===== src/hdl/asb_pkg.sv =====
package asb_pkg;

    localparam int CFG_IDX_W  = 3;
    localparam int CFG_DATA_W = 14;

    localparam logic [CFG_IDX_W-1:0] REG_DEST_WIDTH    = 3'd0;
    localparam logic [CFG_IDX_W-1:0] REG_DEST_HEIGHT   = 3'd1;
    localparam logic [CFG_IDX_W-1:0] REG_SPRITE_WIDTH  = 3'd2;
    localparam logic [CFG_IDX_W-1:0] REG_SPRITE_HEIGHT = 3'd3;
    localparam logic [CFG_IDX_W-1:0] REG_POS_X         = 3'd4;
    localparam logic [CFG_IDX_W-1:0] REG_POS_Y         = 3'd5;
    localparam logic [CFG_IDX_W-1:0] REG_CENTER_ANCHOR = 3'd6;

    localparam logic [7:0] ALPHA_CLEAR  = 8'd0;
    localparam logic [7:0] ALPHA_OPAQUE = 8'd255;

    // width of the position arithmetic, two's complement
    localparam int POS_W = 16;

    typedef struct packed {
        logic [7:0] src_c0;
        logic [7:0] src_c1;
        logic [7:0] src_c2;
        logic [7:0] src_alpha;
        logic [7:0] dst_c0;
        logic [7:0] dst_c1;
        logic [7:0] dst_c2;
    } t_in_req;

    typedef struct packed {
        logic        write_enable;
        logic [23:0] pixel_address;
        logic [7:0]  out_c0;
        logic [7:0]  out_c1;
        logic [7:0]  out_c2;
        logic        last_pixel;
    } t_out_req;

    typedef struct packed {
        logic [12:0] dest_width;
        logic [12:0] dest_height;
        logic [10:0] sprite_width;
        logic [10:0] sprite_height;
        logic [13:0] pos_x;
        logic [13:0] pos_y;
        logic        center_anchor;
    } t_cfg;

    typedef struct packed {
        logic write_enable;
        logic last_pixel;
    } t_pix_ctl;

    // dst + floor(alpha * (src - dst) / 256), kept modulo 256
    function automatic logic [7:0] blend(input logic [7:0] src, input logic [7:0] dst,
                                         input logic [7:0] alpha);
        logic signed [8:0]  diff;
        logic signed [17:0] prod;
        logic signed [17:0] shifted;
        diff    = $signed({1'b0, src}) - $signed({1'b0, dst});
        prod    = diff * $signed({1'b0, alpha});
        shifted = prod >>> 8;
        return dst + shifted[7:0];
    endfunction

endpackage


===== src/hdl/asb_pos.sv =====
module asb_pos #(
    parameter int MAX_DEST_DIM   = 4096,
    parameter int MAX_SPRITE_DIM = 1024
) (
    input  logic                              i_clk,
    input  logic                              i_rst_n,
    input  asb_pkg::t_cfg                     i_cfg,
    input  logic [$clog2(MAX_DEST_DIM+1)-1:0] i_dw,
    input  logic [$clog2(MAX_DEST_DIM+1)-1:0] i_dh,
    input  logic                              i_in_valid,
    input  logic                              i_ready,
    input  asb_pkg::t_in_req                  i_in_data,
    output logic                              o_valid,
    output asb_pkg::t_in_req                  o_data,
    output asb_pkg::t_pix_ctl                 o_ctl,
    output logic [$clog2(MAX_DEST_DIM)-1:0]   o_px,
    output logic [$clog2(MAX_DEST_DIM)-1:0]   o_py
);

    localparam int SDW   = $clog2(MAX_SPRITE_DIM + 1);
    localparam int CW    = $clog2(MAX_SPRITE_DIM);
    localparam int AW    = $clog2(MAX_DEST_DIM);
    localparam int POS_W = asb_pkg::POS_W;

    logic [CW-1:0]    r_col, n_col;
    logic [CW-1:0]    r_row, n_row;
    logic             r_valid;
    asb_pkg::t_in_req r_data;
    asb_pkg::t_pix_ctl r_ctl, n_ctl;
    logic [AW-1:0]    r_px, n_px;
    logic [AW-1:0]    r_py, n_py;

    logic [SDW-1:0]   w_sw, w_sh;
    logic [POS_W-1:0] w_ax, w_ay, w_x, w_y;
    logic             w_vis, w_end_col, w_end_row, w_accept;

    always_comb begin
        if (i_cfg.sprite_width == '0) begin
            w_sw = SDW'(1);
        end else if (POS_W'(i_cfg.sprite_width) > POS_W'(MAX_SPRITE_DIM)) begin
            w_sw = SDW'(MAX_SPRITE_DIM);
        end else begin
            w_sw = SDW'(i_cfg.sprite_width);
        end
        if (i_cfg.sprite_height == '0) begin
            w_sh = SDW'(1);
        end else if (POS_W'(i_cfg.sprite_height) > POS_W'(MAX_SPRITE_DIM)) begin
            w_sh = SDW'(MAX_SPRITE_DIM);
        end else begin
            w_sh = SDW'(i_cfg.sprite_height);
        end
    end

    always_comb begin
        w_ax = {{(POS_W-14){i_cfg.pos_x[13]}}, i_cfg.pos_x};
        w_ay = {{(POS_W-14){i_cfg.pos_y[13]}}, i_cfg.pos_y};
        if (i_cfg.center_anchor) begin
            w_ax = w_ax - POS_W'(w_sw >> 1);
            w_ay = w_ay - POS_W'(w_sh >> 1);
        end
        w_x = w_ax + POS_W'(r_col);
        w_y = w_ay + POS_W'(r_row);
        // sign bit clear means the coordinate is on or right/below the origin
        w_vis = !w_x[POS_W-1] && !w_y[POS_W-1]
              && (w_x < POS_W'(i_dw)) && (w_y < POS_W'(i_dh));
        w_end_col = (POS_W'(r_col) + POS_W'(1)) >= POS_W'(w_sw);
        w_end_row = (POS_W'(r_row) + POS_W'(1)) >= POS_W'(w_sh);

        n_ctl.write_enable = w_vis && (i_in_data.src_alpha != asb_pkg::ALPHA_CLEAR);
        n_ctl.last_pixel   = w_end_col && w_end_row;
        n_px = n_ctl.write_enable ? w_x[AW-1:0] : '0;
        n_py = n_ctl.write_enable ? w_y[AW-1:0] : '0;

        w_accept = i_in_valid && i_ready;
        n_col = r_col;
        n_row = r_row;
        if (w_accept) begin
            priority if (n_ctl.last_pixel) begin
                n_col = '0;
                n_row = '0;
            end else if (w_end_col) begin
                n_col = '0;
                n_row = r_row + CW'(1);
            end else begin
                n_col = r_col + CW'(1);
            end
        end
    end

    always_ff @(posedge i_clk) begin
        if (!i_rst_n) begin
            r_col   <= '0;
            r_row   <= '0;
            r_valid <= 1'b0;
        end else begin
            r_col <= n_col;
            r_row <= n_row;
            if (i_ready) begin
                r_valid <= i_in_valid;
            end
        end
    end

    always_ff @(posedge i_clk) begin
        if (w_accept) begin
            r_data <= i_in_data;
            r_ctl  <= n_ctl;
            r_px   <= n_px;
            r_py   <= n_py;
        end
    end

    assign o_valid = r_valid;
    assign o_data  = r_data;
    assign o_ctl   = r_ctl;
    assign o_px    = r_px;
    assign o_py    = r_py;

endmodule


===== src/hdl/asb_out.sv =====
module asb_out #(
    parameter int MAX_DEST_DIM = 4096
) (
    input  logic                              i_clk,
    input  logic                              i_rst_n,
    input  logic [$clog2(MAX_DEST_DIM+1)-1:0] i_dw,
    input  logic                              i_valid,
    input  logic                              i_ready,
    input  asb_pkg::t_in_req                  i_data,
    input  asb_pkg::t_pix_ctl                 i_ctl,
    input  logic [$clog2(MAX_DEST_DIM)-1:0]   i_px,
    input  logic [$clog2(MAX_DEST_DIM)-1:0]   i_py,
    output logic                              o_valid,
    output asb_pkg::t_out_req                 o_data
);

    localparam int DDW = $clog2(MAX_DEST_DIM + 1);
    localparam int AW  = $clog2(MAX_DEST_DIM);
    localparam int MW  = AW + DDW;

    logic              r_valid;
    asb_pkg::t_out_req r_data, n_data;
    logic [MW-1:0]     w_prod;
    logic [MW:0]       w_addr;

    always_comb begin
        w_prod = MW'(i_py) * MW'(i_dw);
        w_addr = (MW+1)'(w_prod) + (MW+1)'(i_px);

        n_data = '0;
        n_data.last_pixel = i_ctl.last_pixel;
        if (i_ctl.write_enable) begin
            n_data.write_enable  = 1'b1;
            n_data.pixel_address = 24'(w_addr);
            if (i_data.src_alpha == asb_pkg::ALPHA_OPAQUE) begin
                n_data.out_c0 = i_data.src_c0;
                n_data.out_c1 = i_data.src_c1;
                n_data.out_c2 = i_data.src_c2;
            end else begin
                n_data.out_c0 = asb_pkg::blend(i_data.src_c0, i_data.dst_c0, i_data.src_alpha);
                n_data.out_c1 = asb_pkg::blend(i_data.src_c1, i_data.dst_c1, i_data.src_alpha);
                n_data.out_c2 = asb_pkg::blend(i_data.src_c2, i_data.dst_c2, i_data.src_alpha);
            end
        end
    end

    always_ff @(posedge i_clk) begin
        if (!i_rst_n) begin
            r_valid <= 1'b0;
        end else if (i_ready) begin
            r_valid <= i_valid;
        end
    end

    always_ff @(posedge i_clk) begin
        if (i_ready && i_valid) begin
            r_data <= n_data;
        end
    end

    assign o_valid = r_valid;
    assign o_data  = r_data;

endmodule


===== src/hdl/alpha_sprite_blitter_top.sv =====
// Alpha-blended sprite blitter.
// Feed the sprite pixels in raster order on the input channel (i_in_valid,
// o_in_stall, i_in_data): sprite colour, alpha and the destination colour
// under that pixel. One request comes back on the output channel
// (o_out_valid, i_out_stall, o_out_data) for every request taken: write
// enable, destination address and colour, with last_pixel on the final
// pixel of the sprite, after which the counters restart for the next blit.
// The path holds one register after the position/clip stage and
// one output register after the address multiply and colour blend.
// Throughput is one pixel per cycle; the column/row counters step on every
// accepted request. A stall on the output holds the output register, and
// the input stage keeps taking requests until its own register is full.
// Settings go in through i_cfg_we/i_cfg_index/i_cfg_data; write them only
// while no pixel is in flight. Reset empties both stages, zeroes the
// counters and loads destination 640x480, sprite 1x1, position 0,0 with
// centered anchoring.
module alpha_sprite_blitter_top #(
    parameter int MAX_DEST_DIM   = 4096,
    parameter int MAX_SPRITE_DIM = 1024
) (
    input  logic                                i_clk,
    input  logic                                i_rst_n,
    input  logic                                i_cfg_we,
    input  logic [asb_pkg::CFG_IDX_W-1:0]       i_cfg_index,
    input  logic [asb_pkg::CFG_DATA_W-1:0]      i_cfg_data,
    input  logic                                i_in_valid,
    output logic                                o_in_stall,
    input  asb_pkg::t_in_req                    i_in_data,
    output logic                                o_out_valid,
    input  logic                                i_out_stall,
    output asb_pkg::t_out_req                   o_out_data
);

    localparam int DDW   = $clog2(MAX_DEST_DIM + 1);
    localparam int AW    = $clog2(MAX_DEST_DIM);
    localparam int POS_W = asb_pkg::POS_W;

    asb_pkg::t_cfg     r_cfg;
    logic [DDW-1:0]    w_dw, w_dh;
    logic              w_s1_ready, w_s2_ready;
    logic              w_s1_valid;
    asb_pkg::t_in_req  w_s1_data;
    asb_pkg::t_pix_ctl w_s1_ctl;
    logic [AW-1:0]     w_s1_px, w_s1_py;

    always_ff @(posedge i_clk) begin
        if (!i_rst_n) begin
            r_cfg.dest_width    <= 13'd640;
            r_cfg.dest_height   <= 13'd480;
            r_cfg.sprite_width  <= 11'd1;
            r_cfg.sprite_height <= 11'd1;
            r_cfg.pos_x         <= '0;
            r_cfg.pos_y         <= '0;
            r_cfg.center_anchor <= 1'b1;
        end else if (i_cfg_we) begin
            unique case (i_cfg_index)
                asb_pkg::REG_DEST_WIDTH:    r_cfg.dest_width    <= i_cfg_data[12:0];
                asb_pkg::REG_DEST_HEIGHT:   r_cfg.dest_height   <= i_cfg_data[12:0];
                asb_pkg::REG_SPRITE_WIDTH:  r_cfg.sprite_width  <= i_cfg_data[10:0];
                asb_pkg::REG_SPRITE_HEIGHT: r_cfg.sprite_height <= i_cfg_data[10:0];
                asb_pkg::REG_POS_X:         r_cfg.pos_x         <= i_cfg_data[13:0];
                asb_pkg::REG_POS_Y:         r_cfg.pos_y         <= i_cfg_data[13:0];
                asb_pkg::REG_CENTER_ANCHOR: r_cfg.center_anchor <= i_cfg_data[0];
                default: ;
            endcase
        end
    end

    // clamp the destination size to what the address path supports
    always_comb begin
        w_dw = (POS_W'(r_cfg.dest_width) > POS_W'(MAX_DEST_DIM))
             ? DDW'(MAX_DEST_DIM) : DDW'(r_cfg.dest_width);
        w_dh = (POS_W'(r_cfg.dest_height) > POS_W'(MAX_DEST_DIM))
             ? DDW'(MAX_DEST_DIM) : DDW'(r_cfg.dest_height);
    end

    assign w_s2_ready = !o_out_valid || !i_out_stall;
    assign w_s1_ready = !w_s1_valid || w_s2_ready;
    assign o_in_stall = !w_s1_ready;

    asb_pos #(
        .MAX_DEST_DIM   (MAX_DEST_DIM),
        .MAX_SPRITE_DIM (MAX_SPRITE_DIM)
    ) u_pos (
        .i_clk      (i_clk),
        .i_rst_n    (i_rst_n),
        .i_cfg      (r_cfg),
        .i_dw       (w_dw),
        .i_dh       (w_dh),
        .i_in_valid (i_in_valid),
        .i_ready    (w_s1_ready),
        .i_in_data  (i_in_data),
        .o_valid    (w_s1_valid),
        .o_data     (w_s1_data),
        .o_ctl      (w_s1_ctl),
        .o_px       (w_s1_px),
        .o_py       (w_s1_py)
    );

    asb_out #(
        .MAX_DEST_DIM (MAX_DEST_DIM)
    ) u_out (
        .i_clk   (i_clk),
        .i_rst_n (i_rst_n),
        .i_dw    (w_dw),
        .i_valid (w_s1_valid),
        .i_ready (w_s2_ready),
        .i_data  (w_s1_data),
        .i_ctl   (w_s1_ctl),
        .i_px    (w_s1_px),
        .i_py    (w_s1_py),
        .o_valid (o_out_valid),
        .o_data  (o_out_data)
    );

endmodule


===== config.mk =====
export PLATFORM = sky130hd
export DESIGN_NAME = alpha_sprite_blitter_top
export DESIGN_NICKNAME = d
export VERILOG_FILES = /design/src/hdl/asb_pkg.sv /design/src/hdl/asb_pos.sv /design/src/hdl/asb_out.sv /design/src/hdl/alpha_sprite_blitter_top.sv
export SDC_FILE = /design/constraint.sdc
export NUM_CORES = 1
export LEC_CHECK = 0
export BUFFER_PORTS_ARGS = -buffer_cell sky130_fd_sc_hd__clkbuf_2
export CAP_MARGIN = 0
export CORE_UTILIZATION = 45
export CTS_CLUSTER_SIZE = 25
export DETAILED_ROUTE_END_ITERATION = 8
export SYNTH_ARGS = -nofsm -noshare
export SYNTH_HDL_FRONTEND = slang
export SYNTH_SLANG_ARGS = --single-unit

===== constraint.sdc =====
create_clock -name i_clk -period 8 [get_ports i_clk]
set_clock_uncertainty 0.2 [all_clocks]
set_input_delay 0.4 -clock i_clk [delete_from_list [all_inputs] [get_ports i_clk]]
set_output_delay 0.4 -clock i_clk [all_outputs]
set_load 0.02 [all_outputs]

After elaboration in Yosys (flattened, before gate mapping). Index checks and enable logic that the tools add are counted. W data, S select, Z words.

Add/sub/neg operators: 15. Multiply operators: 4. Order comparisons: 8. Equal/unequal tests: 7. Mux-type cells: 14. Reductions and logical operators: 28.

Operators by type and width (count): $mux W49 (1); $mul A9 B9 Y16 (3); $mux W11 (4); $mux W10 (4); $add A16 B10 Y16 (2); $ge A16 B11 Y1 (2); $lt A16 B13 Y1 (2); $mux W16 (2); $sub A14 B11 Y15 (2); $sub A8 B8 Y9 (3); $gt A13 B13 Y1 const B (2); $mux W13 (2); $add A24 B12 Y24 (1); $add A8 B8 Y8 (3); $mul A12 B13 Y24 (1); $mux W24 (1); $add A10 B1 Y11 const B (2); $gt A11 B11 Y1 const B (2); $logic_not A11 Y1 (2); $add A10 B1 Y10 const B (2); $reduce_and A2 Y1 (8); $eq A3 B3 Y1 const B (3); $eq A8 B8 Y1 const B (1); $reduce_bool A8 Y1 (1); 7 further kinds (20).

Bits in registers: 231. Input bits: 78. Output and inout bits: 52.

Depth between registers and ports, before layout.
Depth after elaboration: 11. Mapped depth: 35. Mapped depth without buffers: 34.

Hierarchy. A second synthesis with hierarchy kept.

Cells, all modules: 2940. Area total of the unflattened synthesis: 27357.5 um^2.

By module, submodules not included: asb_out (times used 1, cells an instance 1865, area each 16684.8 um^2); asb_pos (times used 1, cells an instance 766, area each 7604.8 um^2); alpha_sprite_blitter_top (times used 1, cells an instance 309, area each 3067.9 um^2).

Worst setup path after synthesis. OpenSTA, ideal clock, no wires.

Path kind: register to register. Start: reg u_pos.r_data, in the netlist u_pos.o_data[9]. End: reg u_out.r_data, in the netlist u_out.o_data[16], data pin. Setup time: 0.135 ns. Arrival: 7.271 ns. Data required time: 7.665 ns. Path slack: 0.394 ns. Cell stages (with the launch flop): 33. Period minus slack after synthesis: 7.606 ns. Path through: edfxtp_1 > inv_1 > ha_1 > nor2b_1 > o21ai_0 > a21boi_0 > o21ai_0 > a21boi_0 > o21a_1 > o21ai_1 > nand3_1 > fa_1 > inv_1 > fa_1 > inv_1 > fa_1 > fa_1 > inv_1 > ha_1 > or3_1 > o221a_2 > o31a_1 > o41ai_1 > nor2b_1 > nor2_1 > xnor2_1 > ha_1 > or3_1 > o211ai_1 > xnor2_1 > xnor2_1 > or3_1 > nand3_1.

Longest elaborated chain between the ends: 4.

RTL lines: from (decl) (line asb_pos.sv:28) `asb_pkg::t_in_req r_data;`; from (signal assigned) (line asb_pos.sv:106) `r_data <= i_in_data;`; $sub A8 B8 Y9 (line asb_pkg.sv:60) `diff = $signed({1'b0, src}) - $signed({1'b0, dst});`; $mul A9 B9 Y16 (line asb_pkg.sv:61) `prod = diff * $signed({1'b0, alpha});`; $add A8 B8 Y8 (*) (line asb_pkg.sv:63) `return dst + shifted[7:0];`; $mux W24 (*) (line asb_out.sv:35) `if (i_data.src_alpha == asb_pkg::ALPHA_OPAQUE) begin`; to (signal assigned) (line asb_out.sv:57) `r_data <= n_data;`; to (decl) (line asb_out.sv:22) `asb_pkg::t_out_req r_data, n_data;`.

Mark *: on every way between the ends. The rest lies on a longest branch, timed or not. A chain may end at the register's enable or synchronous reset.

Worst setup path after layout.
Start: reg u_pos.r_data, in the netlist u_pos.o_data[33]. End: reg u_out.r_data, in the netlist u_out.o_data[8], data pin.

Longest elaborated chain between the ends: 4.

RTL lines (line): $sub A8 B8 Y9 (asb_pkg.sv:60); $mul A9 B9 Y16 (asb_pkg.sv:61); $add A8 B8 Y8 (asb_pkg.sv:63); $mux W24 (asb_out.sv:35).

Every way passes these cells.

==> impl_summary.txt <==
----------------------------------------------------
[Min path]
  Terminating pin of the worst hold path ... r_cfg[0]
  Min-Delay Startpoint ... i_cfg_index[2]
  Depth of the worst hold-timing path ... 4
  Hold/Removal Path Class ... input pin to register

[Clocking]
  Clock tree from TritonCTS ... yes
  Buffer depth of the longest clock path ... 3
  Clock transition at path regs ... 0.06 ns
  H-tree level count ... 1
  Clock latency on the worst-skew pair ... 0.58 ns
  Number of buffers added by the clock tree synthesis step ... 29
  CTS root buf ... clkbuf_16
  Total number of clock tree sinks ... 231

[Timing]
  Final setup violation count ... 0
  Max-slew violations ... 0
  Final hold violation count ... 0
  Final worst slack ... 0.3363 ns
  Shortest clock period the worst path allows after layout ... 7.664 ns
  Max Clock Freq ... 130.5 MHz
  Share of the clock period used by the worst path ... 95.80%
  Slew at the pin closest to its max-slew limit ... 1.173 ns
  Headroom to the max-slew limit ... 21.77%

[Setup path]
  Reg2Reg Setup Slack ... 0.34 ns
  Endpoint type of the worst setup path ... register
  Arrival time at the worst endpoint ... 7.90 ns
  Worst r2r path cells ... 30
  Library cell appearing most often on the critical path ... fa_1
  End of the worst register-to-register path ... u_out.o_data[8]
  Kind of start point of the critical path ... register
  Critical path class ... register to register
  Maximum net fanout on the critical path ... 4
  Crit-path slowest cell ... fa_1
  WP data required ... 8.24 ns
  Crit Reg-Reg Startpoint ... u_pos.o_data[33]
  Largest stage delay on the critical path ... 0.54 ns

[Synthesis]
  Number of synthesis warnings ... 0
  Post-synthesis async set-or-reset flop share ... 0%
  Number of nets produced by synthesis ... 3658
  Mean instance size in the synthesized netlist ... 8.898 um^2
  Library cells used by synthesis ... 76
  Commonest cells in the netlist ... inv_1, nand2_1, fa_1
  Summed instance area of the synthesized netlist ... 26730 um^2
  Number of enable flip-flop cells after synthesis ... 132
  Top_reg_cell synth ... edfxtp_1
  Top cell type by total area after synthesis ... fa_1
  Yosys top cell area share ... 21.87%
  Leading post-synthesis cells by cell area ... fa_1, edfxtp_1, ha_1, dfxtp_1, inv_1
  Proportion of synthesized chip area in sequential cells ... 22.24%
  FF+latch count, synth ... 231
  Most repeated cell in the gate-level netlist after synthesis ... inv_1
  Mapped Cells ... 3004

[Floorplanning]
  Effective utilization at floorplan ... 45.89%
  Total number of placement rows ... 88
  I/O pin total ... 130
  Die Footprint ... 60380 um^2
  Chip Width ... 245.7 um
  Vertical extent of the die ... 245.7 um
  Core Region ... 58250 um^2

[Placed design]
  Placer's final routability congestion estimate ... 0.8782
  Total of buffers placed on input and output ports ... 129
  Area of placed instances ... 28280 um^2
  Placement-stage worst setup slack ... -0.05307 ns
  Post-DP HPWL ... 51980 um

[Power and ir drop]
  Clk pwr share ... 11.0%
  Fraction of power spent switching nets ... 45.26%
  Part of the total power dissipated in sequential elements ... 13.1%
  Static Leak ... 0.01422 uW
  Total power divided by cell area ... 408.5 nW/um^2
  Combinational share of power ... 75.9%
  NetSw ... 5571 uW
  Maximum resistive drop on vdd ... 518.7 uV
  Internal power ... 6738 uW

[Route]
  Detailed Routing Iterations Pass 1 ... 5
  Number of remaining DRC errors ... 0
  Total detailed-routing wirelength ... 67220 um
  Met2 WL ... 33930 um
  Number of DRC markers in iteration 0 ... 1002
  Routed wire per std cell ... 16.95 um
  Per-cell via count in the routed design ... 5.230
  Met3 wire length ... 2344 um
  Vias ... 20740
  Post-detailed-route count of antenna-violating nets ... 0
  Detailed-routing wirelength on met1 ... 28780 um
  Highest metal layer used by the detailed router ... met4

[Flow run]
  Count of maximum capacitance violations ... 0

[Outcome]
  Run status ... complete, no violations

[Finish]
  Layout overhead on the synthesized area ... 12.73%
  Filler Cells Inserted ... 5388
  Fraction of layout instances using a drive strength above 1 ... 10.06%
  Design Area, Final ... 30130 um^2
  N_diodes ... 0
  Final core area utilization ... 51.73%
  Layout Nets ... 3833

[GRT]
  Number of global-route vias before repair ... 21920
  Global route total overflow ... 0
  Number of antenna violations at the first check in global routing ... 0
  Aggregate global-route resource usage ... 23.02%
  Pin count of the biggest net entering global routing ... 90
  Wire length of the first global-routing pass ... 111400 um

----------------------------------------------------
layout make-up:
type	instances	area (um^2)	share of cell area, %
tap	765	957.2	3.177
multi-input combinational	2169	18690	62.03
sequential	231	5946	19.73
clock inverter	19	195.2	0.6478
clock buffer	34	775.7	2.574
timing repair buffer	245	1677	5.564
inverter	503	1891	6.274
per-stage QoR:
step                      instances  total power [uW]  TNS [ns]  hold WS (ns)
after global placement         3839             10610         0        0.2170
after global routing           3966             13720   -0.1481       0.03095
after detailed placement       3839             10750  -0.08653        0.2272
after floorplan                3004              8904         0        0.2003
after CTS                      3956             12230         0      0.002144
final                          3966             12310         0       0.02974
cell usage in the layout (no fill, tap or decap), types with 33 or more instances in the layout:
cell type	Yosys	layout
xnor2_1	102	98
ha_1	284	280
nand2_1	467	467
a21oi_1	146	145
nand3_1	65	64
a21o_1	34	34
o21ai_0	58	51
fa_1	292	291
xor2_1	33	33
dlygate4sd3_1	0	64
inv_1	501	499
clkbuf_2	0	129
edfxtp_1	132	132
buf_4	0	52
nor2_1	108	105
nor2b_1	66	66
and2_1	150	150
dfxtp_1	99	99
sequential cells by signal (all words and copies together) (netlist names):
| name | flops |
|---|---|
| u_out.o_data | 50 |
| u_out.o_valid | 1 |
| u_pos.r_row | 10 |
| u_pos.o_ctl | 2 |
| r_cfg | 77 |
| u_pos.o_px | 12 |
| u_pos.r_col | 10 |
| u_pos.o_py | 12 |
| u_pos.o_data | 56 |
| u_pos.o_valid | 1 |
kinds of logic after synthesis:
family          count (synthesis)  share of synthesized area [%]
compound gates                434                          10.94
buf+inv                       604                          8.604
fa+ha+maj                     576                          35.16
xor+xnor                      135                          4.424
simple gates                 1007                          17.91
mux                            17                         0.7068
flops                         231                          22.24
critical path, delay by kind of cell (launching register included):
family          cells  cell delay [ns]
xor+xnor            3             0.38
flops               1             0.41
compound gates     10             2.07
buf+inv             4             0.32
fa+ha+maj           7             2.81
simple gates        6             1.35
repair_timing:
item | in CTS | in global routing
setup buffers | 0 | 10
gates resized for setup | 2 | 48
hold endpoints to repair | 79 | 0
pin swaps | 0 | 23
endpoints found under the setup margin | 2 | 8
hold buffers | 64 | 0
routing by layer:
| layer | vias to the layer above | track usage, % |
|---|---|---|
| met4 | 0 | 7.289 |
| met3 | 99 | 2.292 |
| met2 | 318 | 41.29 |
| met5 | - | 0 |
| met1 | 10260 | 28.88 |
| li1 | 10070 | - |
how the worst max path moves through the flow:
stage | startpoint | end | slack [ns] | cells after the start
after floorplan | u_pos.o_data[9] | u_out.o_data[16] | 0.39 | 32
after global placement | u_pos.o_data[41] | u_out.o_data[16] | 0.08 | 32
after detailed placement | u_pos.o_data[41] | u_out.o_data[16] | -0.05 | 32
after CTS | u_pos.o_data[41] | u_out.o_data[16] | 0.05 | 32
after global routing | u_pos.o_data[1] | u_out.o_data[8] | -0.1 | 31
final | u_pos.o_data[33] | u_out.o_data[8] | 0.34 | 30
power groups by stage:
stage               combinational (uW)  clock [uW]  sequential (uW)
global route                     10700        1440             1620
global placement                  8980           0             1630
detailed placement                9110           0             1630
finish                            9350        1350             1610
floorplan                         7220           0             1690
CTS                               9230        1390             1610
No activity file was read; power rests on OpenSTA's default activity.
